File: src/design/bvt_pkg.sv
// Package with the shared types and constants of the bounded vector table.
`default_nettype none

package bvt_pkg;

   localparam int DEPTH   = 16;
   localparam int ADDR_W  = 4;
   localparam int COUNT_W = 5;
   localparam int WORD_W  = 32;

   typedef enum logic [2:0] {
      KIND_APPEND     = 3'd0,
      KIND_POP        = 3'd1,
      KIND_READ       = 3'd2,
      KIND_INSERT     = 3'd3,
      KIND_REMOVE_AT  = 3'd4,
      KIND_REMOVE_ALL = 3'd5,
      KIND_FIND       = 3'd6
   } kind_type;

   typedef enum logic [1:0] {
      STATUS_OK    = 2'd0,
      STATUS_RANGE = 2'd1,
      STATUS_FULL  = 2'd2,
      STATUS_EMPTY = 2'd3
   } status_type;

   typedef enum logic [1:0] {
      ST_IDLE,
      ST_WALK,
      ST_PUT,
      ST_DONE
   } state_type;

   typedef struct packed {
      kind_type              kind;
      logic [ADDR_W-1:0]     index;
      logic [WORD_W-1:0]     value;
   } req_type;

   typedef struct packed {
      logic [WORD_W-1:0]     read_value;
      logic                  found;
      logic [ADDR_W-1:0]     found_position;
      status_type            status;
      logic [COUNT_W-1:0]    entry_count;
   } rsp_type;

endpackage

`default_nettype wire

File: src/design/bvt_ram.sv
// Simple dual-port RAM with one write port and one registered read port.
`default_nettype none

module bvt_ram #(
   parameter int ADDR_W = 4,
   parameter int DATA_W = 32
) (
   input  wire logic              clock,
   input  wire logic              wr_en,
   input  wire logic [ADDR_W-1:0] wr_addr,
   input  wire logic [DATA_W-1:0] wr_data,
   input  wire logic              rd_en,
   input  wire logic [ADDR_W-1:0] rd_addr,
   output logic      [DATA_W-1:0] rd_data
);

   logic [DATA_W-1:0] mem [2**ADDR_W];
   logic [DATA_W-1:0] rd_data_ff;

   always_ff @(posedge clock) begin
      if (wr_en) begin
         mem[wr_addr] <= wr_data;
      end
   end

   always_ff @(posedge clock) begin
      if (rd_en) begin
         rd_data_ff <= mem[rd_addr];
      end
   end

   assign rd_data = rd_data_ff;

endmodule

`default_nettype wire

File: src/design/bounded_vector_table.sv
// Top level of the bounded vector table: sequencer, entry count and result register.
//
//   Channel   Ports                                Direction  Transfer when
//   request   req_valid, req_stall, req_data       in         req_valid && !req_stall
//   response  rsp_valid, rsp_stall, rsp_data       out        rsp_valid && !rsp_stall
//   config    csr_wr_en, csr_wr_data               in         csr_wr_en
//
// One request is worked on at a time. Append, refused requests and the unused kind go
// straight to the final state; pop and read first fetch their one entry. Remove at,
// remove all and find walk the affected entries through the single RAM read port, one
// entry per cycle, then leave the walk, load the result register and hand it over. An
// insert also writes the new word into the opened gap, in a separate state, before that.
// Reset is synchronous and clears the count, the capacity register (to sixteen) and the
// control state; the entry RAM is not cleared and needs no clearing pass.
// A stalled response holds in its register; a new request is still taken meanwhile.
`default_nettype none

module bounded_vector_table import bvt_pkg::*; (
   input  wire logic               clock,
   input  wire logic               reset,
   input  wire logic               req_valid,
   output logic                    req_stall,
   input  wire req_type            req_data,
   output logic                    rsp_valid,
   input  wire logic               rsp_stall,
   output rsp_type                 rsp_data,
   input  wire logic               csr_wr_en,
   input  wire logic [COUNT_W-1:0] csr_wr_data
);

   // Control state.
   state_type          state_ff, state_in;
   logic [COUNT_W-1:0] count_ff, count_in;
   logic [COUNT_W-1:0] capacity_ff;
   logic               rsp_valid_ff, rsp_valid_in;
   logic               pend_ff, pend_in;
   logic [COUNT_W-1:0] walk_left_ff, walk_left_in;

   // Work registers of the request in flight.
   kind_type           kind_ff, kind_in;
   logic [ADDR_W-1:0]  idx_ff, idx_in;
   logic [WORD_W-1:0]  val_ff, val_in;
   status_type         status_ff, status_in;
   logic [WORD_W-1:0]  rdata_ff, rdata_in;
   logic               found_ff, found_in;
   logic [ADDR_W-1:0]  pos_ff, pos_in;
   logic [ADDR_W-1:0]  walk_addr_ff, walk_addr_in;
   logic               walk_up_ff, walk_up_in;
   logic [ADDR_W-1:0]  paddr_ff, paddr_in;
   logic [COUNT_W-1:0] wptr_ff, wptr_in;
   rsp_type            rsp_data_ff, rsp_data_in;

   // RAM port signals.
   logic               mem_wr_en;
   logic [ADDR_W-1:0]  mem_wr_addr;
   logic [WORD_W-1:0]  mem_wr_data;
   logic               mem_rd_en;
   logic [ADDR_W-1:0]  mem_rd_addr;
   logic [WORD_W-1:0]  mem_rd_data;

   // Helpers derived from the count and the capacity register.
   logic [COUNT_W-1:0] usable;
   logic               is_full;
   logic               idx_bad;
   logic [COUNT_W-1:0] count_dec;

   bvt_ram #(
      .ADDR_W (ADDR_W),
      .DATA_W (WORD_W)
   ) u_ram (
      .clock   (clock),
      .wr_en   (mem_wr_en),
      .wr_addr (mem_wr_addr),
      .wr_data (mem_wr_data),
      .rd_en   (mem_rd_en),
      .rd_addr (mem_rd_addr),
      .rd_data (mem_rd_data)
   );

   // A capacity above the RAM depth behaves as the full depth.
   assign usable    = (capacity_ff > COUNT_W'(DEPTH)) ? COUNT_W'(DEPTH) : capacity_ff;
   assign is_full   = (count_ff >= usable);
   assign idx_bad   = ({1'b0, req_data.index} >= count_ff);
   assign count_dec = count_ff - 1'b1;

   assign req_stall = (state_ff != ST_IDLE);
   assign rsp_valid = rsp_valid_ff;
   assign rsp_data  = rsp_data_ff;

   always_ff @(posedge clock) begin
      if (reset) begin
         state_ff     <= ST_IDLE;
         count_ff     <= '0;
         capacity_ff  <= COUNT_W'(DEPTH);
         rsp_valid_ff <= 1'b0;
         pend_ff      <= 1'b0;
         walk_left_ff <= '0;
      end else begin
         state_ff     <= state_in;
         count_ff     <= count_in;
         rsp_valid_ff <= rsp_valid_in;
         pend_ff      <= pend_in;
         walk_left_ff <= walk_left_in;
         if (csr_wr_en) begin
            capacity_ff <= csr_wr_data;
         end
      end
   end

   always_ff @(posedge clock) begin
      kind_ff      <= kind_in;
      idx_ff       <= idx_in;
      val_ff       <= val_in;
      status_ff    <= status_in;
      rdata_ff     <= rdata_in;
      found_ff     <= found_in;
      pos_ff       <= pos_in;
      walk_addr_ff <= walk_addr_in;
      walk_up_ff   <= walk_up_in;
      paddr_ff     <= paddr_in;
      wptr_ff      <= wptr_in;
      rsp_data_ff  <= rsp_data_in;
   end

   // The walk keeps one read in flight. Shifts always write an address other than the
   // one being read in the same cycle, and compaction writes at or below the address
   // whose data has just arrived, so no forwarding is needed between the RAM ports.
   always_comb begin
      state_in     = state_ff;
      count_in     = count_ff;
      rsp_valid_in = rsp_valid_ff;
      pend_in      = 1'b0;
      walk_left_in = walk_left_ff;
      kind_in      = kind_ff;
      idx_in       = idx_ff;
      val_in       = val_ff;
      status_in    = status_ff;
      rdata_in     = rdata_ff;
      found_in     = found_ff;
      pos_in       = pos_ff;
      walk_addr_in = walk_addr_ff;
      walk_up_in   = walk_up_ff;
      paddr_in     = paddr_ff;
      wptr_in      = wptr_ff;
      rsp_data_in  = rsp_data_ff;
      mem_wr_en    = 1'b0;
      mem_wr_addr  = idx_ff;
      mem_wr_data  = val_ff;
      mem_rd_en    = 1'b0;
      mem_rd_addr  = walk_addr_ff;

      // The response register empties as soon as its transfer completes.
      if (rsp_valid_ff && !rsp_stall) begin
         rsp_valid_in = 1'b0;
      end

      case (state_ff)
         ST_IDLE: begin
            if (req_valid) begin
               kind_in      = req_data.kind;
               idx_in       = req_data.index;
               val_in       = req_data.value;
               status_in    = STATUS_OK;
               rdata_in     = '0;
               found_in     = 1'b0;
               pos_in       = '0;
               wptr_in      = '0;
               walk_addr_in = '0;
               walk_left_in = '0;
               walk_up_in   = 1'b1;
               state_in     = ST_DONE;
               case (req_data.kind)
                  KIND_APPEND: begin
                     if (is_full) begin
                        status_in = STATUS_FULL;
                     end else begin
                        mem_wr_en   = 1'b1;
                        mem_wr_addr = count_ff[ADDR_W-1:0];
                        mem_wr_data = req_data.value;
                        count_in    = count_ff + 1'b1;
                     end
                  end
                  KIND_POP: begin
                     if (count_ff == '0) begin
                        status_in = STATUS_EMPTY;
                     end else begin
                        count_in     = count_dec;
                        walk_addr_in = count_dec[ADDR_W-1:0];
                        walk_left_in = COUNT_W'(1);
                        state_in     = ST_WALK;
                     end
                  end
                  KIND_READ: begin
                     if (idx_bad) begin
                        status_in = STATUS_RANGE;
                     end else begin
                        walk_addr_in = req_data.index;
                        walk_left_in = COUNT_W'(1);
                        state_in     = ST_WALK;
                     end
                  end
                  KIND_INSERT: begin
                     // The index check takes precedence over the full check.
                     if (idx_bad) begin
                        status_in = STATUS_RANGE;
                     end else if (is_full) begin
                        status_in = STATUS_FULL;
                     end else begin
                        walk_addr_in = count_dec[ADDR_W-1:0];
                        walk_left_in = count_ff - {1'b0, req_data.index};
                        walk_up_in   = 1'b0;
                        state_in     = ST_WALK;
                     end
                  end
                  KIND_REMOVE_AT: begin
                     if (idx_bad) begin
                        status_in = STATUS_RANGE;
                     end else begin
                        count_in     = count_dec;
                        walk_addr_in = req_data.index + 1'b1;
                        walk_left_in = count_dec - {1'b0, req_data.index};
                        state_in     = ST_WALK;
                     end
                  end
                  KIND_REMOVE_ALL, KIND_FIND: begin
                     walk_left_in = count_ff;
                     state_in     = ST_WALK;
                  end
                  default: begin
                  end
               endcase
            end
         end

         ST_WALK: begin
            if (walk_left_ff != '0) begin
               mem_rd_en    = 1'b1;
               pend_in      = 1'b1;
               paddr_in     = walk_addr_ff;
               walk_left_in = walk_left_ff - 1'b1;
               walk_addr_in = walk_up_ff ? walk_addr_ff + 1'b1 : walk_addr_ff - 1'b1;
            end
            if (pend_ff) begin
               case (kind_ff)
                  KIND_POP, KIND_READ: begin
                     rdata_in = mem_rd_data;
                  end
                  KIND_INSERT: begin
                     mem_wr_en   = 1'b1;
                     mem_wr_addr = paddr_ff + 1'b1;
                     mem_wr_data = mem_rd_data;
                  end
                  KIND_REMOVE_AT: begin
                     mem_wr_en   = 1'b1;
                     mem_wr_addr = paddr_ff - 1'b1;
                     mem_wr_data = mem_rd_data;
                  end
                  KIND_REMOVE_ALL: begin
                     if (mem_rd_data != val_ff) begin
                        mem_wr_en   = 1'b1;
                        mem_wr_addr = wptr_ff[ADDR_W-1:0];
                        mem_wr_data = mem_rd_data;
                        wptr_in     = wptr_ff + 1'b1;
                     end
                  end
                  KIND_FIND: begin
                     if (mem_rd_data == val_ff && !found_ff) begin
                        found_in = 1'b1;
                        pos_in   = paddr_ff;
                     end
                  end
                  default: begin
                  end
               endcase
            end
            if (walk_left_ff == '0 && !pend_ff) begin
               if (kind_ff == KIND_INSERT) begin
                  state_in = ST_PUT;
               end else begin
                  if (kind_ff == KIND_REMOVE_ALL) begin
                     count_in = wptr_ff;
                  end
                  state_in = ST_DONE;
               end
            end
         end

         ST_PUT: begin
            // The gap is open: the new word goes in at the requested index.
            mem_wr_en   = 1'b1;
            mem_wr_addr = idx_ff;
            mem_wr_data = val_ff;
            count_in    = count_ff + 1'b1;
            state_in    = ST_DONE;
         end

         ST_DONE: begin
            if (!rsp_valid_ff || !rsp_stall) begin
               rsp_valid_in               = 1'b1;
               rsp_data_in.read_value     = rdata_ff;
               rsp_data_in.found          = found_ff;
               rsp_data_in.found_position = pos_ff;
               rsp_data_in.status         = status_ff;
               rsp_data_in.entry_count    = count_ff;
               state_in                   = ST_IDLE;
            end
         end

         default: begin
            state_in = ST_IDLE;
         end
      endcase
   end

   // The response register is only loaded on leaving the final state of a request.
   assert property (@(posedge clock) disable iff (reset)
      $rose(rsp_valid_ff) |-> $past(state_ff == ST_DONE))
      else $error("response raised outside the final state");

   // The stored count never exceeds the depth of the entry RAM.
   assert property (@(posedge clock) disable iff (reset)
      count_ff <= COUNT_W'(DEPTH))
      else $error("entry count beyond RAM depth");

   // Reads and writes of the walk never touch the same entry in one cycle.
   assert property (@(posedge clock) disable iff (reset)
      (mem_wr_en && mem_rd_en) |-> (mem_wr_addr != mem_rd_addr))
      else $error("RAM read and write collide on one entry");

   // A successful append grows the count by exactly one.
   assert property (@(posedge clock) disable iff (reset)
      (state_ff == ST_IDLE && req_valid && req_data.kind == KIND_APPEND && !is_full)
      |=> count_ff == $past(count_ff) + 1'b1)
      else $error("append did not grow the count");

endmodule

`default_nettype wire
File: config.mk
export PLATFORM = sky130hd
export DESIGN_NAME = bounded_vector_table
export DESIGN_NICKNAME = d
export VERILOG_FILES = /design/src/design/bvt_pkg.sv /design/src/design/bvt_ram.sv /design/src/design/bounded_vector_table.sv
export SDC_FILE = /design/constraint.sdc
export NUM_CORES = 1
export LEC_CHECK = 0
export BUFFER_PORTS_ARGS = -buffer_cell sky130_fd_sc_hd__buf_2
export CORE_AREA = 10 10 250 252
export CTS_BUF_LIST = sky130_fd_sc_hd__clkbuf_4
export CTS_CLUSTER_DIAMETER = 200
export DETAILED_ROUTE_END_ITERATION = 10
export DIE_AREA = 0 0 260 262
export PLACE_DENSITY = 0.68
export SKIP_CTS_REPAIR_TIMING = 1
export SYNTH_ARGS = -nofsm -noshare
export SYNTH_HDL_FRONTEND = slang
export SYNTH_HIERARCHICAL = 1
export SYNTH_SLANG_ARGS = --single-unit
File: constraint.sdc
create_clock -name clock -period 5.9 [get_ports clock]
set_input_delay 1.475 -clock clock [delete_from_list [all_inputs] [get_ports clock]]
set_output_delay 1.475 -clock clock [all_outputs]
set_load 0.01 [all_outputs]
Yosys cells after proc, flatten, opt, wreduce, memory -nomap -nowiden
Memory sizes are Yosys's and may differ from the RTL's. A register that Yosys moved wholly into a read port is not among the register bits.
Cells that the tools add are included.
{"block": "op_classes", "add_sub_neg": 11, "n_mul": 0, "div_mod_pow": 0, "order_cmp": 3, "eq_ne": 32, "n_shift": 0, "mux": 92, "bitwise_logic": 1, "reduce_logical": 30}
{"operator": "2-to-1 mux 32 bit", "count": 8}
{"operator": "one-hot mux 32 bit (2 select lines)", "count": 3}
{"operator": "2-to-1 mux 5 bit", "count": 17}
{"operator": "2-to-1 mux 4 bit", "count": 17}
{"operator": "== test 32 bit", "count": 1}
{"operator": "inequality test 32 bit", "count": 1}
{"operator": "one-hot mux 5 bit (3 select lines)", "count": 2}
{"operator": "one-hot mux 5 bit (5 select lines)", "count": 1}
{"operator": "one-hot mux 2 bit (4 select lines)", "count": 3}
{"operator": "one-hot mux 4 bit (2 select lines)", "count": 3}
{"operator": "2-to-1 mux 1 bit", "count": 21}
{"operator": "2-to-1 mux 2 bit", "count": 10}
{"operator": "one-hot mux 5 bit (2 select lines)", "count": 2}
{"operator": "== test 3 bit (second input constant)", "count": 6}
{"operator": "inequality test 2 bit (second input constant)", "count": 9}
{"operator": "one-hot mux 4 bit (4 select lines)", "count": 1}
{"operator": "adder 4 x 1 -> 4 bit (second input constant)", "count": 3}
{"operator": "== test 3 x 2 -> 1 bit (second input constant)", "count": 4}
{"operator": "one-hot mux 4 bit (3 select lines)", "count": 1}
{"operator": "adder 5 x 1 -> 5 bit (second input constant)", "count": 2}
{"operator": "zero test 5 bit", "count": 2}
{"operator": "AND reduction 5 bit", "count": 2}
{"operator": "OR reduction 2 bit", "count": 5}
{"operator": "subtractor 5 x 1 -> 5 bit (second input constant)", "count": 2}
{"operator": "other kinds (26)", "count": 43}
{"block": "totals", "register_bits": 155, "latchBits": 0, "ramBits": 512, "rom_bits": 0, "in_bits": 49, "out_inout_bits": 46, "word_cells": 192, "memories": 1}
{"memory": "u_ram.mem", "depth": 16, "word_bits": 32, "rd": 1, "rd_ports_with_merged_regs": 1, "write_ports": 1, "line_no": "bvt_ram.sv:17", "text": "logic [DATA_W-1:0] mem [2**ADDR_W];"}

Longest topological paths before layout
{"block": "logic_depth", "word_depth": 9, "ltp_mapped": 12, "ltp_nobuf": 12}

Hierarchy
Netlist, hierarchy kept.
{"module": "bvt_ram", "instances": 1, "cells_each": 838, "area_per_inst_um2": 20156.8, "seq_area_each_um2": 16335.7}
{"module": "bounded_vector_table", "instances": 1, "cells_each": 725, "area_per_inst_um2": 8230.4, "seq_area_each_um2": 4464.3}

Least setup slack after synthesis
Ideal clock, no wire load.
{"block": "synth_timing", "path_kind": "input to register", "from": "in req_data[37] (netlist bit)", "to": "mem u_ram.mem[0][0], enable pin", "setup_ps": 461, "t_arrival_ps": 5443, "t_required_ps": 5439, "path_slack_ps": -4, "cell_stages": 9, "n_path_buf": 1, "path_cell_list": "nor2_1 nand3_1 a21oi_2 o21bai_1 a21oi_2 clkbuf_1 o211ai_1 or3b_2 nor3_1"}
{"block": "synth_between", "elab_cells_between_ends": 9, "cone_classes": "mux: 8; reduce/logical: 1"}
{"element": "from (decl)", "line_no": "bounded_vector_table.sv:23", "text": "input wire req_type req_data,"}
{"element": "zero test 3 bit", "line_no": "bounded_vector_table.sv:172", "text": "case (req_data.kind)"}
{"element": "2-to-1 mux 4 bit", "line_no": "bounded_vector_table.sv:172"}
{"element": "2-to-1 mux 4 bit", "line_no": "bounded_vector_table.sv:159", "text": "if (req_valid) begin"}
{"element": "one-hot mux 4 bit (2 select lines)", "line_no": "bounded_vector_table.sv:157", "text": "case (state_ff)"}
{"element": "named net mem_wr_addr[2]", "line_no": "bounded_vector_table.sv:55", "text": "logic [ADDR_W-1:0] mem_wr_addr;"}
{"element": "to (decl)", "line_no": "bvt_ram.sv:17"}
The timed path passes the listed nets, and every way through them passes these cells.

Final worst setup path
{"block": "layout_timing", "from": "reg u_ram.rd_data_ff[15], in the netlist u_ram/rd_data[15] (read register of u_ram.mem)", "to": "mem u_ram.mem[1][27], enable pin"}
{"block": "layout_between", "elab_cells_between_ends": 11, "cone_classes": "eq/ne: 1; mux: 10"}
{"element": "from (decl)", "line_no": "bvt_ram.sv:18", "text": "logic [DATA_W-1:0] rd_data_ff;"}
{"element": "inequality test 32 bit", "line_no": "bounded_vector_table.sv:259", "text": "if (mem_rd_data != val_ff) begin"}
{"element": "2-to-1 mux 4 bit", "line_no": "bounded_vector_table.sv:259"}
{"element": "one-hot mux 4 bit (3 select lines)", "line_no": "bounded_vector_table.sv:244", "text": "case (kind_ff)"}
{"element": "2-to-1 mux 4 bit", "line_no": "bounded_vector_table.sv:243", "text": "if (pend_ff) begin"}
{"element": "one-hot mux 4 bit (2 select lines)", "line_no": "bounded_vector_table.sv:157"}
{"element": "named net mem_wr_addr[0]", "line_no": "bounded_vector_table.sv:55"}
The timed path passes the listed nets, and every way through them passes these cells.

==> impl_results.md <==
- Via count normalized by instance count: 5.903
- Main flop type after synthesis: edfxtp_1
- Row count: 88
- Routed WL per cell: 25.18 µm
- Clock Tree Root: clkbuf_4
- Worst-Skew Late Latency: 1.02 ns
- Overflow after GRT: 0
- Final Max Slew Viols: 0
- CP arrival: 5.56 ns
- Max Freq: 0.2056 GHz
- Routability Congestion: 0.8701
- Fin cells: 2699
- Seq cells post-synth: 699
- Antenna violations before repair: 3
- Initial Utilization: 49.49%
- Clk sinks: 699
- Final setup fails: 0
- Max-Cap Viols: 0
- Worst reg-to-reg setup slack: 1.04 ns
- Worst setup EP type: register
- Final Instance Area: 32240 µm²
- Die Height: 262 µm
- First-pass GRT wire length: 101800 µm
- Critical path launch point type: register
- Worst Skew: 0.07183 ns
- Initial DRC Count: 1816
- Final hold violations: 0
- WP data required: 6.60 ns
- Peak VDD IR: 0.3453 mV
- Commonest non-fill, non-tap cell in the layout: edfxtp_1
- Area occupied by registers: 20800 µm²
- Area Overhead vs Synth: 13.57%
- Tot Pwr: 15.93 mW
- Hold WC Path Type: reg2reg
- Via count: 15.93k
- Seq/Total Area, Yosys: 73.27%
- Max FO, Critical Path: 17
- Number of I/O pins: 95
- Status: complete, no violations
- Syn Nets: 1644
- DIE AREA: 68120 µm²
- Total CTS buffers: 176
- Asr flop ratio synth: 0%
- Fillers: 4402
- Pleak: 10.85 nW
- Detailed Routing Iterations Pass 1: 6
- Final core utilization: 56.20%
- Die Wd: 260 µm
- Kind of critical path: reg2reg
- Worst slew margin: 14.70%
- Gr busiest metal: met2
- Largest net degree at the start of global routing: 132
- Placed cells: 2389
- Share of layout cells above drive strength 1: 30.53%
- DRC viols: 0
- Global routing usage on met1: 27.50%
- CTS tree: built
- Post-synth EDFFs: 680
- Post-layout net count: 1883
- Met2 GRT Util: 31.49%
- Placed cell area: 29980 µm²
- Mapped Area: 28390 µm²
- Routed WL: 67970 µm
- Most frequent cells in the layout: edfxtp_1 (680), clkbuf_4 (254), mux4_2 (128)
- Post-DP HPWL: 40380 µm
- Synth Instances: 1563
- Buffers added on ports: 94
- GRT met3 Usage: 4.940%
- Core Area: 57370 µm²
- Post-synth cell types: 74
- Pwr Density: 494.0 nW/µm²
- GR Util All Layers: 20.29%
- Final TNS setup: 0 ns
- Synth warnings: 6
- Routed Antenna Nets: 0
- RSZ-0062 raised after global routing: no
- Mean post-synth cell area: 18.16 µm²
- Vias in the first global route: 16.29k
- Area of the multi-input gates: 7143 µm²
- Slew of the pin with the lowest slew margin: 1.274 ns
- H-tree depth: 4
- Clock slew at reported path FFs: 0.07 ns
- Max clock buf depth: 3
- Final Critical Period: 4.864 ns
- Final period utilization: 82.44%
-- cells by family (layout without fill, tap and decap cells) --
kind of cell               after synthesis  in the layout  synth area share (%)
AOI/OAI and AO/OA                      235            235                 6.078
xor gates and xnor gates                58             58                 1.790
adders and majority gates               32             32                 1.516
buffers and inverters                  142            508                 2.248
DFF                                    699            699                 73.27
muxes                                  140            140                 10.59
other                                    0              5                     0
and+or+nand+nor                        257            257                 4.509
-- state kept, by name, indices dropped and copies added (netlist names) --
signal         cells
kind_ff            3
count_ff           5
wptr_ff            5
u_ram/mem        512
rdata_ff          32
rsp_data          44
rsp_valid          1
pos_ff             4
val_ff            32
capacity_ff        5
walk_up_ff         1
walk_left_ff       5
found_ff           1
mem_rd_addr        4
paddr_ff           4
status_ff          2
u_ram/rd_data     32
pend_ff            1
idx_ff             4
state_ff           2
-- metal layers --
metal  vias to the layer above  wire (µm)
met5                         -          0
met4                         0       1653
met3                       117       5729
met2                       757      32490
met1                      8187      28100
li1                       6872          -
-- worst paths after layout --
path | startpoint | to | cells after the start
setup / recovery | u_ram/rd_data[15] | u_ram/mem[1][27] | 9
hold / removal | rdata_ff[13] | rsp_data[25] | 0
setup reg to reg | u_ram/rd_data[15] | u_ram/mem[1][27] | 9
hold reg to reg | rdata_ff[13] | rsp_data[25] | 0
-- per-stage QoR --
stage	hold WS (ns)	setup slack, ns
after floorplan	0.4003	0.2473
after global placement	0.4011	1.035
after detailed placement	0.4045	0.9237
after CTS	0.4093	1.153
after global routing	0.4228	0.9495
final	0.4088	1.036
-- cell type report --
type                            count  area share [%]
Tap cell                          765           2.969
Sequential cell                   699           64.52
Antenna cell                        5         0.03881
Clock buffer                      254           5.915
Inverter                           65          0.7568
Clock inverter                     51           1.048
Timing Repair Buffer              138           2.600
Multi-Input combinational cell    722           22.16
-- report_power, final --
group | total (mW) | switching (mW) | internal [mW]
combinational | 4.66 | 2.97 | 1.70
clock | 4.06 | 1.91 | 2.15
sequential | 7.20 | 0.337 | 6.87
total | 15.9 | 5.21 | 10.7
-- cell usage after synthesis (all sizes together), types with 3 or more instances --
library cell  instances  area (µm²)
a2111oi               3       45.05
a211oi                5       42.54
a21o                  9       67.56
a21oi                30       161.4
a22oi                99       743.2
a31oi                 4       25.02
and2                 39       244.0
buf                  40       245.2
clkbuf               37       148.9
clkinv                3       11.26
dfxtp                19       380.4
edfxtp              680       20420
fa                    4       80.08
ha                   28       350.3
inv                  62       232.7
mux2i                10       100.1
mux4                128        2883
nand2                87       326.6
nand2b                6       37.54
nand3                18       90.09
nand3b                3       22.52
nand4                 7       43.79
nor2                 50       187.7
nor2b                 8       50.05
nor3                 13       65.06
nor4                 11       90.08
o211ai               37       277.8
o21a                  3       22.52
o21ai                14       73.82
o221ai                4       35.03
o22ai                 7       50.05
or2                   3       21.27
or3                   3       18.77
xnor2                18       157.7
xor2                 40       350.3
-- critical path, cell delays in order (launching register included) --
cell	delay, ns
edfxtp_1	0.45
xor2_1	0.19
nor4_1	0.91
nand4_1	0.30
nor2_1	0.41
a21oi_1	0.17
o211ai_1	0.78
nand2b_1	0.45
nor2_4	0.63
buf_12	0.25
Power figures use the tool's default switching activity.
